## src/hdl/bisection_cubic_root_finder_macros.svh

```systemverilog
// Assertion macros shared by the bisection root finder RTL.
`ifndef BISECTION_CUBIC_ROOT_FINDER_MACROS_SVH
`define BISECTION_CUBIC_ROOT_FINDER_MACROS_SVH
`ifndef SYNTHESIS
`define BCRF_ASSERT_IMP(lbl, clk, rst_n, ante, cons) \
    lbl: assert property (@(posedge clk) disable iff (!rst_n) (ante) |-> (cons)) \
        else $error("bcrf: assertion failed");
`define BCRF_ASSERT_NXT(lbl, clk, rst_n, ante, cons) \
    lbl: assert property (@(posedge clk) disable iff (!rst_n) (ante) |=> (cons)) \
        else $error("bcrf: assertion failed");
`else
`define BCRF_ASSERT_IMP(lbl, clk, rst_n, ante, cons)
`define BCRF_ASSERT_NXT(lbl, clk, rst_n, ante, cons)
`endif
`endif

```

## src/hdl/bcrf_pkg.sv

```systemverilog
// Types, constants and microcode program of the bisection cubic root finder.
package bcrf_pkg;

    localparam int DEF_WORD_BITS = 32;
    localparam int DEF_FRAC_BITS = 16;

    localparam int IN_TDATA_W  = 64;
    localparam int OUT_TDATA_W = 40;
    localparam int CFG_W       = 16;
    localparam int PC_BITS     = 6;

    // Saturation bound of products and polynomial values.
    localparam logic [63:0] P_MAX = 64'h3FFF_FFFF_FFFF_FFFF;

    localparam logic [5:0] ITER_MAX = 6'd63;

    localparam logic [CFG_W-1:0] RST_SCAN_STEP  = 16'd6554;
    localparam logic [CFG_W-1:0] RST_SCAN_LIMIT = 16'd1000;
    localparam logic [CFG_W-1:0] RST_TOLERANCE  = 16'd1;

    localparam logic [1:0] CFG_SCAN_STEP  = 2'd0;
    localparam logic [1:0] CFG_SCAN_LIMIT = 2'd1;
    localparam logic [1:0] CFG_TOLERANCE  = 2'd2;

    localparam logic [1:0] ST_SMALL   = 2'd0;
    localparam logic [1:0] ST_NARROW  = 2'd1;
    localparam logic [1:0] ST_NO_SIGN = 2'd2;

    typedef enum logic [4:0] {
        OP_NOP,
        OP_SEL_LO,
        OP_SEL_HI,
        OP_SEL_MID,
        OP_SQ,
        OP_X2,
        OP_MLO,
        OP_MHI,
        OP_ACCHI,
        OP_CUBE,
        OP_POLY,
        OP_SAVE_LO,
        OP_SAVE_HI,
        OP_SAVE_MID,
        OP_SHIFT,
        OP_INIT_BIS,
        OP_WIDTH,
        OP_UPDATE,
        OP_END_FAIL,
        OP_END_WIDTH,
        OP_END_SMALL
    } t_op;

    typedef enum logic [2:0] {
        COND_NEXT,
        COND_ALWAYS,
        COND_SCAN_EXIT,
        COND_LIMIT,
        COND_WSTOP,
        COND_SMALL
    } t_cond;

    typedef struct packed {
        t_op                op;
        t_cond              cond;
        logic [PC_BITS-1:0] target;
    } t_uword;

    typedef struct packed {
        t_op  op;
        logic en;
    } t_ctl;

    typedef struct packed {
        logic scan_exit;
        logic at_limit;
        logic wstop;
        logic small_p;
    } t_flags;

    localparam logic [PC_BITS-1:0] L_SCAN     = 6'd0;
    localparam logic [PC_BITS-1:0] L_BIS_INIT = 6'd20;
    localparam logic [PC_BITS-1:0] L_BIS_TEST = 6'd21;
    localparam logic [PC_BITS-1:0] L_FAIL     = 6'd34;
    localparam logic [PC_BITS-1:0] L_NARROW   = 6'd35;
    localparam logic [PC_BITS-1:0] L_SMALL    = 6'd36;

    // Microcode program. Each cubic takes seven steps on the one multiplier.
    function automatic t_uword ucode_rom(input logic [PC_BITS-1:0] pc);
        t_uword w;
        w = '{OP_NOP, COND_ALWAYS, L_SCAN};
        unique case (pc)
            6'd0:  w = '{OP_SEL_LO,   COND_NEXT,      L_SCAN};
            6'd1:  w = '{OP_SQ,       COND_NEXT,      L_SCAN};
            6'd2:  w = '{OP_X2,       COND_NEXT,      L_SCAN};
            6'd3:  w = '{OP_MLO,      COND_NEXT,      L_SCAN};
            6'd4:  w = '{OP_MHI,      COND_NEXT,      L_SCAN};
            6'd5:  w = '{OP_ACCHI,    COND_NEXT,      L_SCAN};
            6'd6:  w = '{OP_CUBE,     COND_NEXT,      L_SCAN};
            6'd7:  w = '{OP_POLY,     COND_NEXT,      L_SCAN};
            6'd8:  w = '{OP_SAVE_LO,  COND_NEXT,      L_SCAN};
            6'd9:  w = '{OP_SEL_HI,   COND_NEXT,      L_SCAN};
            6'd10: w = '{OP_SQ,       COND_NEXT,      L_SCAN};
            6'd11: w = '{OP_X2,       COND_NEXT,      L_SCAN};
            6'd12: w = '{OP_MLO,      COND_NEXT,      L_SCAN};
            6'd13: w = '{OP_MHI,      COND_NEXT,      L_SCAN};
            6'd14: w = '{OP_ACCHI,    COND_NEXT,      L_SCAN};
            6'd15: w = '{OP_CUBE,     COND_NEXT,      L_SCAN};
            6'd16: w = '{OP_POLY,     COND_NEXT,      L_SCAN};
            6'd17: w = '{OP_SAVE_HI,  COND_NEXT,      L_SCAN};
            6'd18: w = '{OP_NOP,      COND_SCAN_EXIT, L_BIS_INIT};
            6'd19: w = '{OP_SHIFT,    COND_ALWAYS,    L_SCAN};
            6'd20: w = '{OP_INIT_BIS, COND_LIMIT,     L_FAIL};
            6'd21: w = '{OP_NOP,      COND_WSTOP,     L_NARROW};
            6'd22: w = '{OP_SEL_MID,  COND_NEXT,      L_SCAN};
            6'd23: w = '{OP_SQ,       COND_NEXT,      L_SCAN};
            6'd24: w = '{OP_X2,       COND_NEXT,      L_SCAN};
            6'd25: w = '{OP_MLO,      COND_NEXT,      L_SCAN};
            6'd26: w = '{OP_MHI,      COND_NEXT,      L_SCAN};
            6'd27: w = '{OP_ACCHI,    COND_NEXT,      L_SCAN};
            6'd28: w = '{OP_CUBE,     COND_NEXT,      L_SCAN};
            6'd29: w = '{OP_POLY,     COND_NEXT,      L_SCAN};
            6'd30: w = '{OP_SAVE_MID, COND_NEXT,      L_SCAN};
            6'd31: w = '{OP_NOP,      COND_SMALL,     L_SMALL};
            6'd32: w = '{OP_UPDATE,   COND_NEXT,      L_SCAN};
            6'd33: w = '{OP_WIDTH,    COND_ALWAYS,    L_BIS_TEST};
            6'd34: w = '{OP_END_FAIL,  COND_NEXT,     L_SCAN};
            6'd35: w = '{OP_END_WIDTH, COND_NEXT,     L_SCAN};
            6'd36: w = '{OP_END_SMALL, COND_NEXT,     L_SCAN};
            default: w = '{OP_NOP, COND_ALWAYS, L_SCAN};
        endcase
        return w;
    endfunction

endpackage

```

## src/hdl/bcrf_useq.sv

```systemverilog
// Microcode sequencer: step counter, program table and conditional jumps.
`include "bisection_cubic_root_finder_macros.svh"
module bcrf_useq import bcrf_pkg::*; (
    input  logic   i_clk,
    input  logic   i_rst_n,
    input  logic   i_start,
    input  t_flags i_flags,
    input  logic   i_out_free,
    output t_ctl   o_ctl,
    output logic   o_busy,
    output logic   o_done
);

    logic [PC_BITS-1:0] r_pc, n_pc;
    logic               r_busy, n_busy;
    t_uword             w_word;
    logic               w_is_end;
    logic               w_hold;
    logic               w_jump;

    assign w_word   = ucode_rom(r_pc);
    assign w_is_end = (w_word.op == OP_END_FAIL) || (w_word.op == OP_END_WIDTH) ||
                      (w_word.op == OP_END_SMALL);
    // A finishing step waits until the result register can take the word.
    assign w_hold   = w_is_end && !i_out_free;

    always_comb begin
        unique case (w_word.cond)
            COND_NEXT:      w_jump = 1'b0;
            COND_ALWAYS:    w_jump = 1'b1;
            COND_SCAN_EXIT: w_jump = i_flags.scan_exit;
            COND_LIMIT:     w_jump = i_flags.at_limit;
            COND_WSTOP:     w_jump = i_flags.wstop;
            COND_SMALL:     w_jump = i_flags.small_p;
            default:        w_jump = 1'b0;
        endcase
    end

    always_comb begin
        n_pc   = r_pc;
        n_busy = r_busy;
        if (i_start) begin
            n_pc   = L_SCAN;
            n_busy = 1'b1;
        end else if (r_busy && !w_hold) begin
            if (w_is_end) begin
                n_pc   = L_SCAN;
                n_busy = 1'b0;
            end else if (w_jump) begin
                n_pc = w_word.target;
            end else begin
                n_pc = r_pc + 1'b1;
            end
        end
    end

    always_ff @(posedge i_clk) begin
        if (!i_rst_n) begin
            r_pc   <= L_SCAN;
            r_busy <= 1'b0;
        end else begin
            r_pc   <= n_pc;
            r_busy <= n_busy;
        end
    end

    assign o_ctl.op = w_word.op;
    assign o_ctl.en = r_busy && !w_hold;
    assign o_busy   = r_busy;
    assign o_done   = r_busy && w_is_end && i_out_free;

    `BCRF_ASSERT_IMP(a_idle_at_entry, i_clk, i_rst_n, !r_busy, r_pc == L_SCAN)
    `BCRF_ASSERT_NXT(a_done_goes_idle, i_clk, i_rst_n, o_done && !i_start, !r_busy)
    `BCRF_ASSERT_NXT(a_hold_keeps_pc, i_clk, i_rst_n, r_busy && w_hold && !i_start,
                     r_pc == $past(r_pc))

endmodule

```

## src/hdl/bcrf_datapath.sv

```systemverilog
// Datapath: interval registers, one shared multiplier and cubic evaluation.
module bcrf_datapath import bcrf_pkg::*; #(
    parameter int WORD_BITS = DEF_WORD_BITS,
    parameter int FRAC_BITS = DEF_FRAC_BITS
) (
    input  logic                     i_clk,
    input  logic                     i_load,
    input  logic signed [31:0]       i_start_low,
    input  logic signed [31:0]       i_start_high,
    input  t_ctl                     i_ctl,
    input  logic [CFG_W-1:0]         i_scan_step,
    input  logic [CFG_W-1:0]         i_scan_limit,
    input  logic [CFG_W-1:0]         i_tolerance,
    output t_flags                   o_flags,
    output logic signed [31:0]       o_root,
    output logic [5:0]               o_iterations
);

    localparam int W   = WORD_BITS;
    localparam int F   = FRAC_BITS;
    localparam int PRW = 2 * W;
    localparam int ACW = 3 * W;
    localparam int IW  = (W > 32) ? W : 32;
    localparam int CW  = (ACW > 64) ? ACW : 64;
    localparam int PEW = 66;
    localparam int SW  = W + 2;

    localparam logic [CW-1:0] PMAX_C = CW'(P_MAX);

    typedef struct packed {
        logic neg;
        logic nz;
    } t_sgn;

    function automatic logic [W-1:0] mag_w(input logic signed [W-1:0] v);
        return v[W-1] ? W'(-v) : W'(v);
    endfunction

    function automatic logic opposite(input t_sgn a, input t_sgn b);
        return a.nz && b.nz && (a.neg != b.neg);
    endfunction

    function automatic logic signed [W-1:0] add_step(input logic signed [W-1:0] v,
                                                      input logic [CFG_W-1:0] s);
        logic signed [SW-1:0] sum;
        logic signed [SW-1:0] wmax;
        wmax = signed'(SW'({(W-1){1'b1}}));
        sum  = SW'(v) + signed'(SW'(s));
        return (sum > wmax) ? wmax[W-1:0] : sum[W-1:0];
    endfunction

    function automatic logic signed [W-1:0] from32(input logic signed [31:0] v);
        logic signed [IW-1:0] e;
        logic signed [IW-1:0] wmax;
        logic signed [IW-1:0] wmin;
        e    = IW'(v);
        wmax = signed'(IW'({(W-1){1'b1}}));
        wmin = ~wmax;
        if (e > wmax) begin
            e = wmax;
        end else if (e < wmin) begin
            e = wmin;
        end
        return e[W-1:0];
    endfunction

    logic signed [W-1:0]   r_lo, r_hi, r_mid, r_x;
    logic [W-1:0]          r_xmag;
    logic [PRW-1:0]        r_prod, r_x2;
    logic [ACW-1:0]        r_acc;
    logic signed [63:0]    r_x3, r_p;
    t_sgn                  r_slo, r_shi, r_smid;
    logic                  r_small, r_wstop;
    logic [CFG_W-1:0]      r_step;
    logic [5:0]            r_iter;

    logic [W-1:0]          w_mul_a;
    logic [PRW-1:0]        w_prod;
    logic [CW-1:0]         w_sh2, w_sh3, w_sat3;
    logic [PRW-1:0]        w_x2;
    logic [62:0]           w_mag3;
    logic signed [63:0]    w_x3;
    logic signed [PEW-1:0] w_pv, w_x3e, w_xe, w_c9, w_pmax;
    logic signed [63:0]    w_p;
    t_sgn                  w_psgn;
    logic signed [63:0]    w_tol;
    logic                  w_small;
    logic signed [W:0]     w_sum, w_diff;
    logic [W:0]            w_absd;
    logic                  w_wstop;
    logic signed [W-1:0]   w_mid;

    // Shared multiplier: the squaring and the two halves of the cube product.
    always_comb begin
        unique case (i_ctl.op)
            OP_SQ:   w_mul_a = r_xmag;
            OP_MLO:  w_mul_a = r_x2[W-1:0];
            default: w_mul_a = r_x2[PRW-1:W];
        endcase
    end
    assign w_prod = PRW'(w_mul_a) * PRW'(r_xmag);

    assign w_sh2 = CW'(r_prod) >> F;
    assign w_x2  = (w_sh2 > PMAX_C) ? PMAX_C[PRW-1:0] : w_sh2[PRW-1:0];

    assign w_sh3  = CW'(r_acc) >> F;
    assign w_sat3 = (w_sh3 > PMAX_C) ? PMAX_C : w_sh3;
    assign w_mag3 = w_sat3[62:0];
    assign w_x3   = r_x[W-1] ? -signed'({1'b0, w_mag3}) : signed'({1'b0, w_mag3});

    assign w_x3e  = PEW'(r_x3);
    assign w_xe   = PEW'(r_x);
    assign w_c9   = signed'(PEW'(9)) <<< F;
    assign w_pmax = signed'(PEW'(P_MAX));
    assign w_pv   = w_x3e - (w_xe <<< 2) - w_c9;

    always_comb begin
        if (w_pv > w_pmax) begin
            w_p = w_pmax[63:0];
        end else if (w_pv < -w_pmax) begin
            w_p = -(w_pmax[63:0]);
        end else begin
            w_p = w_pv[63:0];
        end
    end

    assign w_psgn.neg = r_p[63];
    assign w_psgn.nz  = |r_p;
    assign w_tol      = signed'(64'(i_tolerance));
    assign w_small    = (r_p < w_tol) && (r_p > -w_tol);

    assign w_sum  = (W+1)'(r_lo) + (W+1)'(r_hi);
    assign w_mid  = w_sum[W:1];
    assign w_diff = (W+1)'(r_lo) - (W+1)'(r_hi);
    assign w_absd = w_diff[W] ? (W+1)'(-w_diff) : (W+1)'(w_diff);
    assign w_wstop = (w_absd < (W+1)'(i_tolerance)) || (w_absd <= (W+1)'(1));

    always_ff @(posedge i_clk) begin
        if (i_load) begin
            r_lo   <= from32(i_start_low);
            r_hi   <= from32(i_start_high);
            r_step <= '0;
            r_iter <= '0;
        end else if (i_ctl.en) begin
            unique case (i_ctl.op)
                OP_SEL_LO: begin
                    r_x    <= r_lo;
                    r_xmag <= mag_w(r_lo);
                end
                OP_SEL_HI: begin
                    r_x    <= r_hi;
                    r_xmag <= mag_w(r_hi);
                end
                OP_SEL_MID: begin
                    r_mid  <= w_mid;
                    r_x    <= w_mid;
                    r_xmag <= mag_w(w_mid);
                    r_iter <= (r_iter == ITER_MAX) ? r_iter : r_iter + 6'd1;
                end
                OP_SQ, OP_MLO: begin
                    r_prod <= w_prod;
                end
                OP_X2: begin
                    r_x2 <= w_x2;
                end
                OP_MHI: begin
                    r_acc  <= ACW'(r_prod);
                    r_prod <= w_prod;
                end
                OP_ACCHI: begin
                    r_acc <= r_acc + {r_prod, {W{1'b0}}};
                end
                OP_CUBE: begin
                    r_x3 <= w_x3;
                end
                OP_POLY: begin
                    r_p <= w_p;
                end
                OP_SAVE_LO: begin
                    r_slo <= w_psgn;
                end
                OP_SAVE_HI: begin
                    r_shi <= w_psgn;
                end
                OP_SAVE_MID: begin
                    r_smid  <= w_psgn;
                    r_small <= w_small;
                end
                OP_SHIFT: begin
                    r_lo   <= add_step(r_lo, i_scan_step);
                    r_hi   <= add_step(r_hi, i_scan_step);
                    r_step <= r_step + 16'd1;
                end
                OP_INIT_BIS: begin
                    r_mid   <= r_lo;
                    r_wstop <= w_wstop;
                end
                OP_WIDTH: begin
                    r_wstop <= w_wstop;
                end
                OP_UPDATE: begin
                    // The sign at the low end only changes when the low end moves.
                    if (opposite(r_smid, r_slo)) begin
                        r_hi <= r_mid;
                    end else begin
                        r_lo  <= r_mid;
                        r_slo <= r_smid;
                    end
                end
                default: begin
                end
            endcase
        end
    end

    logic signed [IW-1:0] w_root_e;
    assign w_root_e = IW'(r_mid);

    assign o_flags.at_limit  = (r_step == i_scan_limit);
    assign o_flags.scan_exit = opposite(r_slo, r_shi) || (r_step == i_scan_limit);
    assign o_flags.wstop     = r_wstop;
    assign o_flags.small_p   = r_small;
    assign o_root            = w_root_e[31:0];
    assign o_iterations      = r_iter;

endmodule

```

## src/hdl/bisection_cubic_root_finder.sv

```systemverilog
// A scan step costs two cubic evaluations of seven steps each on the one shared
// multiplier; a bisection costs one evaluation plus six control steps.
// One word is worked on at a time; the next is taken as soon as the result is registered.
// Reset (synchronous, active low) idles the sequencer, empties the output register
// and loads the configuration defaults; there is no clearing pass.
`include "bisection_cubic_root_finder_macros.svh"
module bisection_cubic_root_finder import bcrf_pkg::*; #(
    parameter int WORD_BITS = DEF_WORD_BITS,
    parameter int FRAC_BITS = DEF_FRAC_BITS
) (
    input  logic                   i_clk,
    input  logic                   i_rst_n,
    input  logic                   i_cfg_we,
    input  logic [1:0]             i_cfg_addr,
    input  logic [CFG_W-1:0]       i_cfg_wdata,
    input  logic                   s_axis_tvalid,
    output logic                   s_axis_tready,
    // [31:0] start_low, [63:32] start_high
    input  logic [IN_TDATA_W-1:0]  s_axis_tdata,
    output logic                   m_axis_tvalid,
    input  logic                   m_axis_tready,
    // [31:0] root, [37:32] iterations, [39:38] zero
    output logic [OUT_TDATA_W-1:0] m_axis_tdata,
    // [1:0] status
    output logic [1:0]             m_axis_tuser
);

    logic [CFG_W-1:0] r_scan_step, r_scan_limit, r_tolerance;
    logic             r_out_valid;
    logic [31:0]      r_root;
    logic [5:0]       r_iter;
    logic [1:0]       r_status;

    logic             w_accept;
    logic             w_out_free;
    logic             w_busy;
    logic             w_done;
    t_ctl             w_ctl;
    t_flags           w_flags;
    logic [31:0]      w_root;
    logic [5:0]       w_iter;

    assign w_accept   = s_axis_tvalid && s_axis_tready;
    assign w_out_free = !r_out_valid || m_axis_tready;

    always_ff @(posedge i_clk) begin
        if (!i_rst_n) begin
            r_scan_step  <= RST_SCAN_STEP;
            r_scan_limit <= RST_SCAN_LIMIT;
            r_tolerance  <= RST_TOLERANCE;
        end else if (i_cfg_we) begin
            unique case (i_cfg_addr)
                CFG_SCAN_STEP:  r_scan_step  <= i_cfg_wdata;
                CFG_SCAN_LIMIT: r_scan_limit <= i_cfg_wdata;
                CFG_TOLERANCE:  r_tolerance  <= i_cfg_wdata;
                default: begin
                end
            endcase
        end
    end

    bcrf_useq u_useq (
        .i_clk      (i_clk),
        .i_rst_n    (i_rst_n),
        .i_start    (w_accept),
        .i_flags    (w_flags),
        .i_out_free (w_out_free),
        .o_ctl      (w_ctl),
        .o_busy     (w_busy),
        .o_done     (w_done)
    );

    bcrf_datapath #(
        .WORD_BITS (WORD_BITS),
        .FRAC_BITS (FRAC_BITS)
    ) u_datapath (
        .i_clk        (i_clk),
        .i_load       (w_accept),
        .i_start_low  (signed'(s_axis_tdata[31:0])),
        .i_start_high (signed'(s_axis_tdata[63:32])),
        .i_ctl        (w_ctl),
        .i_scan_step  (r_scan_step),
        .i_scan_limit (r_scan_limit),
        .i_tolerance  (r_tolerance),
        .o_flags      (w_flags),
        .o_root       (w_root),
        .o_iterations (w_iter)
    );

    always_ff @(posedge i_clk) begin
        if (!i_rst_n) begin
            r_out_valid <= 1'b0;
        end else if (w_done) begin
            r_out_valid <= 1'b1;
        end else if (m_axis_tready) begin
            r_out_valid <= 1'b0;
        end
    end

    always_ff @(posedge i_clk) begin
        if (w_done) begin
            unique case (w_ctl.op)
                OP_END_FAIL: begin
                    r_root   <= '0;
                    r_iter   <= '0;
                    r_status <= ST_NO_SIGN;
                end
                OP_END_SMALL: begin
                    r_root   <= w_root;
                    r_iter   <= w_iter;
                    r_status <= ST_SMALL;
                end
                default: begin
                    r_root   <= w_root;
                    r_iter   <= w_iter;
                    r_status <= ST_NARROW;
                end
            endcase
        end
    end

    assign s_axis_tready = !w_busy;
    assign m_axis_tvalid = r_out_valid;
    assign m_axis_tdata  = {2'b00, r_iter, r_root};
    assign m_axis_tuser  = r_status;

    `BCRF_ASSERT_IMP(a_done_has_slot, i_clk, i_rst_n, w_done, !r_out_valid || m_axis_tready)
    `BCRF_ASSERT_NXT(a_accept_starts, i_clk, i_rst_n, w_accept, w_busy)
    `BCRF_ASSERT_IMP(a_no_accept_busy, i_clk, i_rst_n, w_busy, !w_accept)

endmodule
```

## config.mk

```make
export PLATFORM = sky130hd
export DESIGN_NAME = bisection_cubic_root_finder
export DESIGN_NICKNAME = d
export VERILOG_FILES = /design/src/hdl/bcrf_pkg.sv /design/src/hdl/bcrf_useq.sv /design/src/hdl/bcrf_datapath.sv /design/src/hdl/bisection_cubic_root_finder.sv
export VERILOG_INCLUDE_DIRS = /design/src /design/src/hdl
export SDC_FILE = /design/constraint.sdc
export NUM_CORES = 2
export LEC_CHECK = 0
export BUFFER_PORTS_ARGS = -buffer_cell sky130_fd_sc_hd__buf_2
export CAP_MARGIN = 20
export CORE_MARGIN = 1
export CORE_UTILIZATION = 55
export DETAILED_ROUTE_END_ITERATION = 10
export GPL_TIMING_DRIVEN = 0
export HOLD_SLACK_MARGIN = 0.15
export PLACE_DENSITY = 0.74
export RECOVER_POWER = 25
export SYNTH_ARGS = -nofsm -noshare
export SYNTH_HDL_FRONTEND = slang
export SYNTH_SLANG_ARGS = --single-unit
```

## constraint.sdc

```tcl
create_clock -name i_clk -period 13 [get_ports i_clk]
set_input_delay 1.95 -clock i_clk [delete_from_list [all_inputs] [get_ports i_clk]]
set_output_delay 1.95 -clock i_clk [all_outputs]
set_load 0.02 [all_outputs]
```

==> impl_metrics.csv <==
group,metric,value,unit
outcome,outcome,"complete, but fails checks",
outcome,violations,"capacitance limit, slew limit",
final_layout,fin_nets,10540,
synthesis,syn_inst,8707,
sta,fin_worst_skew,30.37,ps
power,leakagePower,0.03662,uW
routing,viasPerCell,6.189,
worst_setup_path,cp_top_family,"adder cells",
floorplanning,die_h,378.6,um
worst_setup_path,critPathRequiredTime,13410,ps
worst_setup_path,setup.worst_path.end,"u_datapath.r_prod[62]",
global_routing,antenna_found_initial,38,
synthesis,ys_seq_area_share,22.62,%
cts,tritoncts,"built",
global_routing,overflow,0,
worst_setup_path,cpMaxStageDelayCell,"fa_1",
synthesis,synth_top_area_cell,"fa_1",
worst_setup_path,start_kind,"register",
place,port_buffers,127,
floorplanning,die_x,378.6,um
sta,period_share,98.47,%
floorplanning,ios,131,
worst_setup_path,crit_path_end_kind,"register",
synthesis,synth_seq_cells,618,
place,place_ws,-294.6,ps
worst_setup_path,path_common_cell,"fa_1",
power,powerDensity,218.2,mW/mm^2
floorplanning,rows,137,
synthesis,synth_top_area_share,23.15,%
sta,drv_slew,41,
synthesis,async_flop_share,0,%
worst_setup_path,r2r_slack,200,ps
sta,setup_viol,0,
place,gp_congestion,1.042,
synthesis,yosysUniqueCellTypes,95,
routing,wl,292.6,mm
final_layout,final_cell_mix,"inv_1, nand2_1, fa_1",
worst_setup_path,crit_arrival,13210,ps
hold_path,min_path_type,"reg2reg",
place,hpwl,239.6,mm
sta,setup_tns,0,ps
synthesis,synth_ff_type,"edfxtp_1",
worst_setup_path,critPathBufInv,10,
routing,ant_nets,0,
synthesis,synth_area_per_cell,8.958,um^2
sta,fmax,78.12,MHz
routing,wl_per_cell,26.82,um
sta,period_needed,12800,ps
worst_setup_path,slowest_delay,620,ps
worst_setup_path,r2r_start,"u_useq.w_word[12]",
routing,vias,67510,
power,ir_worst_vdd,1.038,mV
floorplanning,core_area,0.1400,mm^2
cts,cts_made_buffers,66,
final_layout,area_growth,7.664,%
global_routing,grt_pass1_vias,64480,
floorplanning,dieArea,0.1433,mm^2
worst_setup_path,r2r.worst_path.cells,43,
global_routing,grt_pass1_wl,424.7,mm
routing,drt_iter0_drc,8473,
routing,drc,0,
sta,hold_viol,0,
synthesis,synth_area_leaders,"fa_1, edfxtp_1, ha_1",
worst_setup_path,rr_endpoint,"u_datapath.r_prod[62]",
worst_setup_path,worstSetupPathType,"reg2reg",
final_layout,mostFrequentLayoutCell,"inv_1",
sta,finalWorstSetupSlack,199.0,ps
final_layout,layout-drive-gt1-share,3.919,%
worst_setup_path,critical_path.startpoint,"u_useq.w_word[12]",
worst_setup_path,cp.depth,43,
synthesis,yosysWarnings,0,
global_routing,groute.usage.overall,40.88,%
sta,rsz0062_at_grt,"no",
synthesis,synth_edf_count,527,
cts,cts.sinks,618,
cts,worstSkewPairLatency,680,ps
routing,dr.pass1.iters,8,
cts,clk_pin_slew_worst_paths,70,ps
sta,whs,472.2,ps
cts,cts_root_buffer,"clkbuf_16",
sta,relSlewSlack,-53.48,%
global_routing,grt_max_degree,41,
cts,htreeDepth,3,
synthesis,netlist_area,0.07800,mm^2
cts,clock_path_buffers,3,
sta,worstMarginPinSlew,2302,ps
floorplanning,initial_utilization,55.70,%
worst_setup_path,crit_fanout,10,
run,cap_violations,1,
-- registers in the layout, summed over array words and instances, names as in the netlist, 31 cells and up --
name / flops
u_datapath.r_hi: 32
u_datapath.r_lo: 32
u_datapath.r_p: 64
u_datapath.r_x: 31
u_datapath.r_x3: 64
u_datapath.r_acc: 80
u_datapath.r_prod: 64
r_root: 32
u_datapath.o_root: 32
u_datapath.r_xmag: 32
u_datapath.r_x2: 48
-- worst min path at each step --
stage / from / endpoint / slack [ps] / depth (start not counted)
after floorplan: r_tolerance[13] / r_tolerance[13] / 440 / 2
after global placement: r_tolerance[13] / r_tolerance[13] / 450 / 2
after detailed placement: r_tolerance[13] / r_tolerance[13] / 470 / 2
after CTS: r_tolerance[13] / r_tolerance[13] / 480 / 2
after global routing: r_tolerance[3] / r_tolerance[3] / 500 / 2
final: r_tolerance[13] / r_tolerance[13] / 470 / 2
-- kinds of logic (layout without fill, tap and decap cells) --
kind of cell	count (synthesis)	in the layout	synth area share, %
DFF	618	618	22.62
adders and majority gates	1501	1501	32.76
AOI/OAI and AO/OA	1563	1563	12.46
and+or+nand+nor	2959	2959	18.81
muxes	34	34	0.4508
buffers and inverters	1555	1854	7.539
xor gates and xnor gates	476	476	5.355
other	1	28	0.004808
-- per-stage QoR --
step                      instance area, um^2  power [uW]  utilization [%]  cells
after floorplan                         78000       11970                -   8708
after global placement                  80990       15740            57.83  10710
after detailed placement                81560       15910            58.24  10750
after CTS                               83770       17920            59.81  10870
after global routing                    83920       19590            59.92  10880
final                                   83980       18320            59.96  10910
-- layout make-up --
type | instances | area (um^2)
Sequential cell | 618 | 17650
Timing Repair Buffer | 180 | 1249
Clock buffer | 75 | 1727
Tap cell | 1876 | 2347
Buffer | 435 | 1702
Clock inverter | 45 | 462.9
Multi-Input combinational cell | 6535 | 54580
Antenna cell | 26 | 65.06
Inverter | 1119 | 4200
Fill cell | 12380 | 56070
-- worst min-delay path, cell delays in order, from the launching register on --
cell and delay (ps):
dfxtp_1 310, nand2_1 50, a21boi_0 70
-- power by group --
group / switching (uW) / internal [uW]
sequential: 149 / 2750
combinational: 8430 / 5040
clock: 898 / 1060
total: 9470 / 8850
-- routing by layer --
metal / track usage, % / wire (um)
met1: 58.90 / 121100
met3: 12.24 / 39210
met4: 15.76 / 12610
met2: 57.35 / 119500
met5: 0 / 161
-- repair_timing --
action,4_1_cts,5_1_grt
gates resized for setup,8,28
hold buffers,0,0
setup endpoints to repair,5,10
buffers inserted,0,1
pin swaps,0,1
-- cell usage after synthesis, drive strengths merged (138+ instances only) --
cell type,count
xnor2,313
inv,1118
nor2,480
o21ai,447
ha,599
and2,667
a21o,138
a21oi,418
xor2,163
nor3,146
edfxtp,527
nand2,1005
clkbuf,414
fa,902
Note: power is estimated with default switching activity, not from simulation.
